**config.mk**
```make
export PLATFORM = sky130hd
export DESIGN_NAME = reed_solomon_systematic_encoder_core
export DESIGN_NICKNAME = d
export VERILOG_FILES = /design/src/sv/rse_pkg.sv /design/src/sv/reed_solomon_systematic_encoder_core.sv /design/src/sv/rse_front.sv /design/src/sv/rse_back.sv
export SDC_FILE = /design/constraint.sdc
export NUM_CORES = 2
export LEC_CHECK = 0
export BUFFER_PORTS_ARGS = -buffer_cell sky130_fd_sc_hd__buf_2
export CELL_PAD_IN_SITES_DETAIL_PLACEMENT = 1
export CELL_PAD_IN_SITES_GLOBAL_PLACEMENT = 1
export CORE_MARGIN = 1
export CORE_UTILIZATION = 55
export CTS_BUF_LIST = sky130_fd_sc_hd__clkbuf_8
export CTS_CLUSTER_SIZE = 20
export DETAILED_ROUTE_END_ITERATION = 10
export PLACE_DENSITY_LB_ADDON = 0.05
export SYNTH_ARGS = -nofsm -noshare
export SYNTH_HDL_FRONTEND = slang
export SYNTH_HIERARCHICAL = 1
export SYNTH_SLANG_ARGS = --single-unit
```
**constraint.sdc**
```tcl
create_clock -name clock -period 23.7 [get_ports clock]
set_clock_uncertainty 0.15 [all_clocks]
set_input_delay 7.11 -clock clock [delete_from_list [all_inputs] [get_ports clock]]
set_output_delay 7.11 -clock clock [all_outputs]
set_load 0.02 [all_outputs]
```
**src/sv/rse_pkg.sv**
```systemverilog
`timescale 1ns / 1ps
// Shared types, constants and GF(256) helpers for the Reed-Solomon encoder.
// No dependencies; used by every other file of the block.
package rse_pkg;

   localparam int          SYM_W           = 8;
   localparam int          CFG_W           = 6;
   localparam int          MAX_PARITY_DEF  = 32;
   localparam int          QUEUE_DEPTH_DEF = 4;
   localparam int          MIN_PARITY      = 2;
   localparam logic [CFG_W-1:0] RESET_PARITY = 6'd16;
   localparam logic [SYM_W-1:0] GF_POLY_LOW  = 8'h1d;  // x^8 + x^4 + x^3 + x^2 + 1
   localparam logic [SYM_W-1:0] SYM_MAX      = 8'd255;
   localparam logic [SYM_W-1:0] GF_ONE       = 8'd1;

   typedef struct packed {
      logic [SYM_W-1:0] data_symbol;
      logic             end_of_message;
   } req_type;

   typedef struct packed {
      logic [SYM_W-1:0] code_symbol;
      logic             is_parity;
      logic             last;
      logic             overlength;
   } rsp_type;

   // item as held in the queue between front and back
   typedef struct packed {
      req_type req;
      logic    sop;
   } q_item_type;

   // multiply by alpha
   function automatic logic [SYM_W-1:0] gf_xtime(input logic [SYM_W-1:0] x);
      return {x[SYM_W-2:0], 1'b0} ^ (x[SYM_W-1] ? GF_POLY_LOW : '0);
   endfunction

   function automatic logic [SYM_W-1:0] gf_mul(input logic [SYM_W-1:0] a,
                                               input logic [SYM_W-1:0] b);
      logic [SYM_W-1:0] x;
      logic [SYM_W-1:0] acc;
      x   = a;
      acc = '0;
      for (int k = 0; k < SYM_W; k++) begin
         if (b[k]) begin
            acc = acc ^ x;
         end
         x = gf_xtime(x);
      end
      return acc;
   endfunction

endpackage

```
**src/sv/reed_solomon_systematic_encoder_core.sv**
```systemverilog
`timescale 1ns / 1ps
// Top level of the systematic RS(255) encoder over GF(256), poly 0x11d.
// Latency: a data item is on the result ports in the cycle after it is taken; the first
//   byte after reset or a parity count change waits while g(x) is built.
// Throughput: one byte per cycle while results are popped; no byte is taken during
//   the g(x) build or the P-byte parity unload, or while the single output register is held.
// Reset (synchronous): queue, output and remainder cleared, parity count 16.
module reed_solomon_systematic_encoder_core #(
   parameter int MAX_PARITY  = rse_pkg::MAX_PARITY_DEF,
   parameter int QUEUE_DEPTH = rse_pkg::QUEUE_DEPTH_DEF
) (
   input  logic                      clock,
   input  logic                      reset,
   // item input, queue style
   input  logic                      push,
   output logic                      full,
   input  rse_pkg::req_type          req_payload,
   // result output, queue style
   output logic                      empty,
   input  logic                      pop,
   output rse_pkg::rsp_type          rsp_payload,
   // parity count register write
   input  logic                      valid,
   output logic                      ready,
   input  logic [rse_pkg::CFG_W-1:0] csr_wdata
);

   // parity count as written; values outside 2..MAX_PARITY are clamped by the
   // back end, and a new value only takes effect on the next message start
   logic [rse_pkg::CFG_W-1:0] csr_parity_ff, csr_parity_in;

   logic                q_valid;
   logic                q_pop;
   rse_pkg::q_item_type q_head;

   assign ready         = 1'b1;
   assign csr_parity_in = (valid && ready) ? csr_wdata : csr_parity_ff;

   always_ff @(posedge clock) begin
      if (reset) begin
         csr_parity_ff <= rse_pkg::RESET_PARITY;
      end else begin
         csr_parity_ff <= csr_parity_in;
      end
   end

   // front end: input queue, tags the first byte of each message
   rse_front #(
      .DEPTH (QUEUE_DEPTH)
   ) u_front (
      .clock       (clock),
      .reset       (reset),
      .push        (push),
      .full        (full),
      .req_payload (req_payload),
      .q_valid     (q_valid),
      .q_head      (q_head),
      .q_pop       (q_pop)
   );

   // back end: generator build, LFSR division, parity unload, output register
   rse_back #(
      .MAX_PARITY (MAX_PARITY)
   ) u_back (
      .clock        (clock),
      .reset        (reset),
      .parity_count (csr_parity_ff),
      .q_valid      (q_valid),
      .q_head       (q_head),
      .q_pop        (q_pop),
      .empty        (empty),
      .pop          (pop),
      .rsp_payload  (rsp_payload)
   );

   // final-byte flag only ever sits on a parity byte
   a_last_parity: assert property (@(posedge clock) disable iff (reset)
      (!empty && rsp_payload.last) |-> rsp_payload.is_parity)
      else $error("last flag on a data byte");

endmodule

```
**src/sv/rse_front.sv**
```systemverilog
`timescale 1ns / 1ps
// Input side: takes items, marks the first byte of each message, queues them.
// Depends on rse_pkg.
module rse_front #(
   parameter int DEPTH = rse_pkg::QUEUE_DEPTH_DEF
) (
   input  logic                 clock,
   input  logic                 reset,
   input  logic                 push,
   output logic                 full,
   input  rse_pkg::req_type     req_payload,
   output logic                 q_valid,
   output rse_pkg::q_item_type  q_head,
   input  logic                 q_pop
);

   localparam int PTR_W = (DEPTH > 1) ? $clog2(DEPTH) : 1;
   localparam int CNT_W = $clog2(DEPTH + 1);

   rse_pkg::q_item_type mem_ff [DEPTH];
   logic [PTR_W-1:0] wr_ptr_ff, wr_ptr_in;
   logic [PTR_W-1:0] rd_ptr_ff, rd_ptr_in;
   logic [CNT_W-1:0] count_ff, count_in;
   logic             sop_ff, sop_in;
   logic             do_push, do_pop;

   assign full    = (count_ff == CNT_W'(DEPTH));
   assign q_valid = (count_ff != '0);
   assign q_head  = mem_ff[rd_ptr_ff];
   assign do_push = push && !full;
   assign do_pop  = q_pop && q_valid;

   always_comb begin
      wr_ptr_in = wr_ptr_ff;
      rd_ptr_in = rd_ptr_ff;
      count_in  = count_ff;
      sop_in    = sop_ff;
      if (do_push) begin
         wr_ptr_in = (wr_ptr_ff == PTR_W'(DEPTH - 1)) ? '0 : wr_ptr_ff + 1'b1;
         sop_in    = req_payload.end_of_message;
      end
      if (do_pop) begin
         rd_ptr_in = (rd_ptr_ff == PTR_W'(DEPTH - 1)) ? '0 : rd_ptr_ff + 1'b1;
      end
      if (do_push && !do_pop) begin
         count_in = count_ff + 1'b1;
      end else if (do_pop && !do_push) begin
         count_in = count_ff - 1'b1;
      end
   end

   always_ff @(posedge clock) begin
      if (reset) begin
         wr_ptr_ff <= '0;
         rd_ptr_ff <= '0;
         count_ff  <= '0;
         sop_ff    <= 1'b1;
      end else begin
         wr_ptr_ff <= wr_ptr_in;
         rd_ptr_ff <= rd_ptr_in;
         count_ff  <= count_in;
         sop_ff    <= sop_in;
      end
   end

   always_ff @(posedge clock) begin
      if (do_push) begin
         mem_ff[wr_ptr_ff] <= '{req: req_payload, sop: sop_ff};
      end
   end

endmodule

```
**src/sv/rse_back.sv**
```systemverilog
`timescale 1ns / 1ps
// Encoding engine: generator build, parity division register, parity unload
// and output register. Depends on rse_pkg.
module rse_back #(
   parameter int MAX_PARITY = rse_pkg::MAX_PARITY_DEF
) (
   input  logic                          clock,
   input  logic                          reset,
   input  logic [rse_pkg::CFG_W-1:0]     parity_count,
   input  logic                          q_valid,
   input  rse_pkg::q_item_type           q_head,
   output logic                          q_pop,
   output logic                          empty,
   input  logic                          pop,
   output rse_pkg::rsp_type              rsp_payload
);

   localparam int PW = $clog2(MAX_PARITY + 1);
   localparam int IW = $clog2(MAX_PARITY);
   localparam int SW = rse_pkg::SYM_W;

   typedef enum logic [2:0] {
      ST_RUN    = 3'b001,
      ST_BUILD  = 3'b010,
      ST_PARITY = 3'b100
   } state_type;

   state_type        state_ff, state_in;
   logic [SW-1:0]    gen_ff [MAX_PARITY+1];
   logic [SW-1:0]    gen_in [MAX_PARITY+1];
   logic [SW-1:0]    par_ff [MAX_PARITY];
   logic [SW-1:0]    par_in [MAX_PARITY];
   logic [SW-1:0]    prod   [MAX_PARITY+1];
   logic [SW-1:0]    root_ff, root_in;
   logic [PW-1:0]    active_ff, active_in;
   logic [PW-1:0]    step_ff, step_in;
   logic [SW-1:0]    sym_ff, sym_in;
   logic             over_ff, over_in;
   rse_pkg::rsp_type out_ff, out_in;
   logic             out_valid_ff, out_valid_in;

   logic [PW-1:0]    clamp_p;
   logic [IW-1:0]    top_idx;
   logic [SW-1:0]    fb;
   logic [SW-1:0]    mul_a;
   logic [SW-1:0]    sym_next;
   logic             over_now;
   logic             load_ok;
   logic             par_any;

   assign empty       = !out_valid_ff;
   assign rsp_payload = out_ff;
   assign load_ok     = !out_valid_ff || pop;

   always_comb begin
      if (parity_count < rse_pkg::CFG_W'(rse_pkg::MIN_PARITY)) begin
         clamp_p = PW'(rse_pkg::MIN_PARITY);
      end else if (parity_count > rse_pkg::CFG_W'(MAX_PARITY)) begin
         clamp_p = PW'(MAX_PARITY);
      end else begin
         clamp_p = PW'(parity_count);
      end
   end

   assign top_idx  = IW'(active_ff - 1'b1);
   assign fb       = q_head.req.data_symbol ^ par_ff[top_idx];
   assign mul_a    = (state_ff == ST_BUILD) ? root_ff : fb;
   assign sym_next = (sym_ff == rse_pkg::SYM_MAX) ? rse_pkg::SYM_MAX : sym_ff + 1'b1;
   assign over_now = ({1'b0, sym_next} + (SW + 1)'(active_ff)) > (SW + 1)'(rse_pkg::SYM_MAX);

   // one row of GF multipliers shared by generator build and encoding
   always_comb begin
      for (int k = 0; k <= MAX_PARITY; k++) begin
         prod[k] = rse_pkg::gf_mul(mul_a, gen_ff[k]);
      end
   end

   always_comb begin
      par_any = 1'b0;
      for (int k = 0; k < MAX_PARITY; k++) begin
         par_any = par_any | (par_ff[k] != '0);
      end
   end

   always_comb begin
      state_in     = state_ff;
      gen_in       = gen_ff;
      par_in       = par_ff;
      root_in      = root_ff;
      active_in    = active_ff;
      step_in      = step_ff;
      sym_in       = sym_ff;
      over_in      = over_ff;
      out_in       = out_ff;
      out_valid_in = out_valid_ff && !pop;
      q_pop        = 1'b0;
      case (state_ff)
         ST_RUN: begin
            if (q_valid) begin
               if (q_head.sop && (clamp_p != active_ff)) begin
                  // new parity count: rebuild g(x) from 1
                  state_in  = ST_BUILD;
                  active_in = clamp_p;
                  for (int k = 0; k <= MAX_PARITY; k++) begin
                     gen_in[k] = '0;
                  end
                  gen_in[0] = rse_pkg::GF_ONE;
                  root_in   = rse_pkg::GF_ONE;
                  step_in   = '0;
               end else if (load_ok) begin
                  q_pop = 1'b1;
                  for (int k = 1; k < MAX_PARITY; k++) begin
                     if (PW'(k) < active_ff) begin
                        par_in[k] = par_ff[k-1] ^ prod[k];
                     end
                  end
                  par_in[0]    = prod[0];
                  out_in       = '{code_symbol: q_head.req.data_symbol, is_parity: 1'b0,
                                   last: 1'b0, overlength: over_now};
                  out_valid_in = 1'b1;
                  over_in      = over_now;
                  step_in      = '0;
                  if (q_head.req.end_of_message) begin
                     sym_in   = '0;
                     state_in = ST_PARITY;
                  end else begin
                     sym_in = sym_next;
                  end
               end
            end
         end
         ST_BUILD: begin
            // multiply by (x + root), all coefficients at once
            for (int k = 1; k <= MAX_PARITY; k++) begin
               gen_in[k] = gen_ff[k-1] ^ prod[k];
            end
            gen_in[0] = prod[0];
            root_in   = rse_pkg::gf_xtime(root_ff);
            step_in   = step_ff + 1'b1;
            if (step_ff == active_ff - 1'b1) begin
               state_in = ST_RUN;
            end
         end
         ST_PARITY: begin
            if (load_ok) begin
               out_in       = '{code_symbol: par_ff[top_idx], is_parity: 1'b1,
                                last: (step_ff == active_ff - 1'b1), overlength: over_ff};
               out_valid_in = 1'b1;
               for (int k = 1; k < MAX_PARITY; k++) begin
                  if (PW'(k) < active_ff) begin
                     par_in[k] = par_ff[k-1];
                  end
               end
               par_in[0] = '0;
               step_in   = step_ff + 1'b1;
               if (step_ff == active_ff - 1'b1) begin
                  state_in = ST_RUN;
               end
            end
         end
         default: begin
            state_in = ST_RUN;
         end
      endcase
   end

   always_ff @(posedge clock) begin
      if (reset) begin
         state_ff     <= ST_RUN;
         active_ff    <= '0;     // nothing built yet: first message builds g(x)
         step_ff      <= '0;
         sym_ff       <= '0;
         over_ff      <= 1'b0;
         out_valid_ff <= 1'b0;
         for (int k = 0; k < MAX_PARITY; k++) begin
            par_ff[k] <= '0;
         end
      end else begin
         state_ff     <= state_in;
         active_ff    <= active_in;
         step_ff      <= step_in;
         sym_ff       <= sym_in;
         over_ff      <= over_in;
         out_valid_ff <= out_valid_in;
         par_ff       <= par_in;
      end
   end

   always_ff @(posedge clock) begin
      gen_ff  <= gen_in;
      root_ff <= root_in;
      out_ff  <= out_in;
   end

   a_gen_monic: assert property (@(posedge clock) disable iff (reset)
      (state_ff == ST_RUN && $past(state_ff) == ST_BUILD)
         |-> gen_ff[active_ff] == rse_pkg::GF_ONE)
      else $error("generator not monic after build");

   a_par_cleared: assert property (@(posedge clock) disable iff (reset)
      (state_ff == ST_RUN && $past(state_ff) == ST_PARITY) |-> !par_any)
      else $error("remainder not cleared after parity unload");

   a_p_held: assert property (@(posedge clock) disable iff (reset)
      (state_ff == ST_PARITY) |=> $stable(active_ff))
      else $error("parity count changed during unload");

endmodule
```
Word level (Yosys, flattened, before mapping)
Memory sizes are Yosys's and may differ from the RTL's. A register that Yosys moved wholly into a read port is not among the register bits.
Cells that the tools add are included.
{"block": "word_totals", "reg_bits": 578, "latchBits": 0, "ramBits": 40, "romBits": 0, "inputBits": 20, "output_inout_bits": 14, "elab_cells": 948, "memories": 1}
{"memory": "u_front.mem_ff", "words": 4, "width": 10, "read_ports": 1, "rd_ports_with_merged_regs": 1, "wr": 1, "line": "rse_front.sv:20", "text": "rse_pkg::q_item_type mem_ff [DEPTH];"}
{"block": "op_classes", "add_sub_neg": 8, "mul": 0, "n_div": 0, "n_lt_le_gt_ge": 35, "n_eq_ne": 78, "shift": 0, "muxes": 386, "n_bitwise": 305, "reduce_logical": 54}
{"op": "8-bit 2-to-1 mux", "count": 333}
{"op": "8-bit XOR", "count": 302}
{"op": "256-bit 2-to-1 mux", "count": 4}
{"op": "264-bit 2-to-1 mux", "count": 2}
{"op": "264-bit case mux with 2 select lines", "count": 1}
{"op": "256-bit case mux with 2 select lines", "count": 1}
{"op": "7-bit AND reduction", "count": 31}
{"op": "2-bit by 1-bit != test with 1-bit output (second input constant)", "count": 65}
{"op": "5-bit by 6-bit < comparator with 1-bit output (first input constant)", "count": 16}
{"op": "4-bit by 6-bit < comparator with 1-bit output (first input constant)", "count": 8}
{"op": "11-bit 2-to-1 mux", "count": 4}
{"op": "8-bit binary-select mux with 5-bit select", "count": 1}
{"op": "5-bit 2-to-1 mux", "count": 8}
{"op": "6-bit 2-to-1 mux", "count": 6}
{"op": "3-bit by 6-bit < comparator with 1-bit output (first input constant)", "count": 4}
{"op": "3-bit 2-to-1 mux", "count": 8}
{"op": "11-bit case mux with 2 select lines", "count": 1}
{"op": "6-bit case mux with 3 select lines", "count": 1}
{"op": "8-bit case mux with 2 select lines", "count": 1}
{"op": "2-bit by 6-bit < comparator with 1-bit output (first input constant)", "count": 2}
{"op": "4-bit AND reduction", "count": 3}
{"op": "8-bit by 6-bit adder with 9-bit output", "count": 1}
{"op": "9-bit by 8-bit greater-than comparator with 1-bit output (second input constant)", "count": 1}
{"op": "1-bit 2-to-1 mux", "count": 9}
{"op": "other kinds (33)", "count": 53}

Depth between registers and ports, before layout
{"block": "logic_depth", "word_depth": 29, "depth_mapped": 29, "mapped_depth_nobuf": 16}

Hierarchy
The synthesis kept the hierarchy.
{"mod": "rse_back", "n_inst": 1, "cells_per_inst": 7739, "area_each_um2": 59264.3}
{"mod": "rse_front", "n_inst": 1, "cells_per_inst": 106, "area_each_um2": 1969.4}
{"mod": "reed_solomon_systematic_encoder_core", "n_inst": 1, "cells_per_inst": 21, "area_each_um2": 229.0}

Least setup slack after synthesis
OpenSTA, ideal clock, no wires.
{"block": "synth_timing", "path_type": "reg-to-reg", "startpoint": "register u_back.active_ff[0]", "endpoint": "register u_back/gen_ff[100] (netlist name), enable pin", "arrival_ps": 14464, "path_slack_ps": 8110, "path_stages_with_launch": 12, "synth_period_minus_slack_ps": 15590, "cell_sequence": "dfxtp_1 > buf_6 > buf_6 > buf_6 > buf_6 > buf_4 > inv_1 > xnor2_1 > o41ai_1 > inv_1 > nand4_1 > a21oi_1"}
{"block": "synth_between", "elab_chain_cells": 4}
{"element": "start, declared", "line": "rse_back.sv:35", "text": "logic [PW-1:0] active_ff, active_in;"}
{"element": "start signal, assigned", "line": "rse_back.sv:180", "text": "active_ff <= active_in;"}
{"element": "6-bit != test", "line": "rse_back.sv:100", "text": "if (q_head.sop && (clamp_p != active_ff)) begin"}
{"element": "1-bit logical AND", "line": "rse_back.sv:100"}
{"element": "2-bit by 1-bit != test with 1-bit output (no line)"}
{"element": "3-bit AND reduction (no line)"}
{"element": "end signal, assigned", "line": "rse_back.sv:190", "text": "gen_ff <= gen_in;"}
{"element": "end, declared", "line": "rse_back.sv:29", "text": "logic [SW-1:0] gen_ff [MAX_PARITY+1];"}
No other way between the ends.
A chain may end at the register's enable or synchronous reset.

Worst setup path in the final report
{"block": "layout_timing", "startpoint": "input pop", "endpoint": "register u_back/par_ff[106] (netlist name)"}
{"block": "layout_between", "elab_chain_cells": 3, "elab_cells_between_ends": 4, "cone_classes": "eq/ne (2); reduce/logical (2)"}
{"element": "start, declared", "line": "reed_solomon_systematic_encoder_core.sv:20", "text": "input logic pop,"}
{"element": "1-bit logical OR *", "line": "rse_back.sv:53", "text": "assign load_ok = !out_valid_ff || pop;"}
{"element": "2-bit by 1-bit != test with 1-bit output (no line)"}
{"element": "7-bit AND reduction (no line) *"}
{"element": "end signal, assigned", "line": "rse_back.sv:185", "text": "par_ff <= par_in;"}
{"element": "end, declared", "line": "rse_back.sv:31", "text": "logic [SW-1:0] par_ff [MAX_PARITY];"}
Every way passes the cells marked *; elsewhere a longest branch is shown, timed or not.

==> qor.yml <==
min_delay_path_depth: 2
synth_edf_count: 315
ys.flop_type: "edfxtp_1"
yosys_warnings: 6
drc_errors: 0
cts.clk_slew.worst_paths_ns: 0.06
critical_path.slowest_cell: "a21oi_1"
cts_made_buffers: 117
rr_endpoint: "u_back/par_ff[220]"
clkLatencyLatePin_ns: 0.84
coreArea_um2: 111000
worst_pin_slew_ns: 1.30
path_max_fanout: 28
port-buffer-count: 32
fillerInstances: 13485
yosys.cell_types.count: 89
antenna_found_initial: 19
wl_per_cell_um: 29.7
worstHoldStart: "u_back/over_ff"
cp_slowest_stage_delay_ns: 0.95
slew_headroom_pct: 12.8
grt_pass1_wl_mm: 388
cts_setup_buffers: 0
worstReg2RegStart: "u_back/active_ff[0]"
seq_area_frac_synth_pct: 25.1
dp_slack_ns: 12.61
die_w_um: 336
layout_setup_ws_ns: 13.31
hold_viol: 0
nets: 7372
r2r_slack_ns: 14.27
critical_path_class: "in -> reg"
cpLargestDelayFamily: "compound AO/OA/AOI/OAI gates"
path_common_cell: "buf_4"
seq_area_um2: 15400
avgSynthCellArea_um2: 7.81
cts-root-buf: "clkbuf_8"
grtUsageTotal_pct: 46.1
tritoncts: "yes"
critPathRequiredTime_ns: 24.28
hold_path_end: "u_back/over_ff"
syn-instance-count: 7866
hold_class: "reg -> reg"
die_h_um: 336
ant_nets: 0
tns_ns: 0
vias_per_cell: 6.72
synth_nets: 7905
start_util_pct: 55.5
area_delta_synth_final_pct: 4.45
cts_hold_buf: 0
path_buf_inv: 4
drtIter0Drc: 6714
grt_max_degree: 146
path_cells: "buf_2, nand2b_1, o21ai_4, buf_4, inv_1, o21ai_1, buf_4, a21oi_1, a21o_1, and3_1, mux2i_1, o311ai_0"
rows: 122
multi_input_area_um2: 43000
fin_crit_ns: 10.39
io_pins: 34
synthArstFlopShare_pct: 0
synth_top_area_cell: "edfxtp_1"
grt_pass1_vias: 59781
fmax_mhz: 96.2
setup_viol: 0
cts_resized: 0
clock_tree.htree_level_count: 3
synthesis.area_um2: 61500
place_area_um2: 61600
startpoint_type: "primary input"
cap_violations: 0
outcome: "completed"
drt_pass1_iterations: 6
overflow: 0
fin_crit_sh_pct: 43.8
totalWireLength_mm: 266
die-area_um2: 113000
cts_sinks: 612
reg2reg_depth: 20
dp_hpwl_mm: 161
worstPathArrival_ns: 10.97
rsz0062_at_grt: "false"
place.gp.congestion: 0.947
synth_top_area_share_pct: 15.4
final_max_slew_viol_count: 0
drive_gt1_share_pct: 6.64
stdcell_area_um2: 64200
cp-end-kind: "register"
via_count: 60046
ys_ff_latch: 612
synthTopCellsByArea: "edfxtp_1, xnor2_1, nand2_1"
cts_buffer_depth: 3
-- cell type report --
cell class,count,share of cell area [%]
timing repair buffer,135,1.60
clock buffer,138,2.96
multi-input combinational,6398,67.0
inverter,69,0.419
tap,1488,2.90
clock inverter,85,1.08
antenna,15,0.0585
sequential,612,24.0
-- stage by stage --
stage                     hold WS [ns]  cells  util (%)
after floorplan                  0.287   7866         -
after global placement           0.293   8702      55.6
after detailed placement         0.311   8702      55.6
after CTS                        0.329   8925      58.0
after global routing             0.353   8928      58.0
final                            0.328   8940      58.0
-- Yosys cell counts (9+ instances only) --
master	n
a311oi_1	112
ha_1	17
nand2_1	1992
dfxtp_1	297
xnor3_1	191
a22oi_1	65
a21oi_1	267
mux4_2	74
a31oi_1	19
o221ai_1	16
buf_4	17
a21boi_0	12
mux2i_1	54
and3_1	19
o211ai_1	151
nor3b_1	18
edfxtp_1	315
buf_1	93
buf_2	76
o21ai_0	501
o32ai_1	10
nor3_1	51
a211oi_1	123
xor2_1	572
nor2_1	614
a22o_1	26
o221a_2	20
buf_6	16
or3_1	126
nand4_1	11
inv_1	66
and2_1	58
a211o_1	17
nand3_1	48
mux2_2	9
clkbuf_1	584
o22ai_1	16
xnor2_1	1080
-- layout by cell type, fill, tap and decap left out, types with 74 or more instances in the layout --
master,instances
nand2_1,1985
xnor2_1,1072
nor2_1,611
xor2_1,570
o21ai_0,501
edfxtp_1,315
dfxtp_1,296
a21oi_1,259
xnor3_1,191
o211ai_1,151
clkbuf_8,139
or3_1,125
a211oi_1,119
a311oi_1,112
buf_4,96
inv_1,92
mux4_2,74
-- routing by layer --
layer / track usage (%) / share of wire [%]
met5: 0 / 0.040
met4: 36.1 / 8.7
met3: 10.7 / 11
met2: 71.3 / 44
met1: 55.3 / 36
-- worst max path at each step --
| stage | cells past startpoint | start | to |
|---|---|---|---|
| 2_1_floorplan | 11 | u_back/active_ff[0] | u_back/gen_ff[100] |
| 3_3_place_gp | 12 | pop | u_back/par_ff[106] |
| 3_5_place_dp | 12 | pop | u_back/par_ff[106] |
| 4_1_cts | 12 | pop | u_back/par_ff[106] |
| 5_1_grt | 12 | pop | u_back/par_ff[106] |
| 6_report | 12 | pop | u_back/par_ff[106] |
-- logic make-up (layout without fill, tap and decap cells) --
kind of cell    count (synthesis)  count (layout)  synth area share, %
flops                         612             612                 25.1
other cells                     1              16              0.00610
buf+inv                       856             427                 5.69
fa+ha+maj                      19              19                0.411
simple gates                 2977            2977                 19.6
xor+xnor                     1850            1850                 30.8
compound gates               1413            1413                 14.6
mux                           138             138                 3.78
-- sequential cells by signal, summed over array words and instances, names as in the netlist, named ones only --
register             flops
u_back/over_ff           1
u_front/count_ff         3
u_back/state_ff          3
u_front/mem_ff          40
u_back/gen_ff          256
csr_parity_ff            6
u_back/root_ff           8
u_back/step_ff           6
u_back/sym_ff            8
u_front/sop_ff           1
u_front/rd_ptr_ff        2
u_back/par_ff          256
u_front/wr_ptr_ff        2
u_back/out_valid_ff      1
u_back/active_ff         6
u_back/rsp_payload      11
-- worst register-to-register path: cells and delay by family (launching register included) --
| family | cells | cell delay [ns] |
|---|---|---|
| buffers and inverters | 5 | 2.92 |
| DFF | 1 | 0.61 |
| and+or+nand+nor | 4 | 1.32 |
| adders and majority gates | 1 | 0.78 |
| muxes | 2 | 0.92 |
| AOI/OAI and AO/OA | 4 | 1.27 |
| xor gates and xnor gates | 4 | 1.33 |
Power is left out: the tool's default activity adds up to more than one toggle a clock period on the data nets, which glitch-free logic cannot reach.
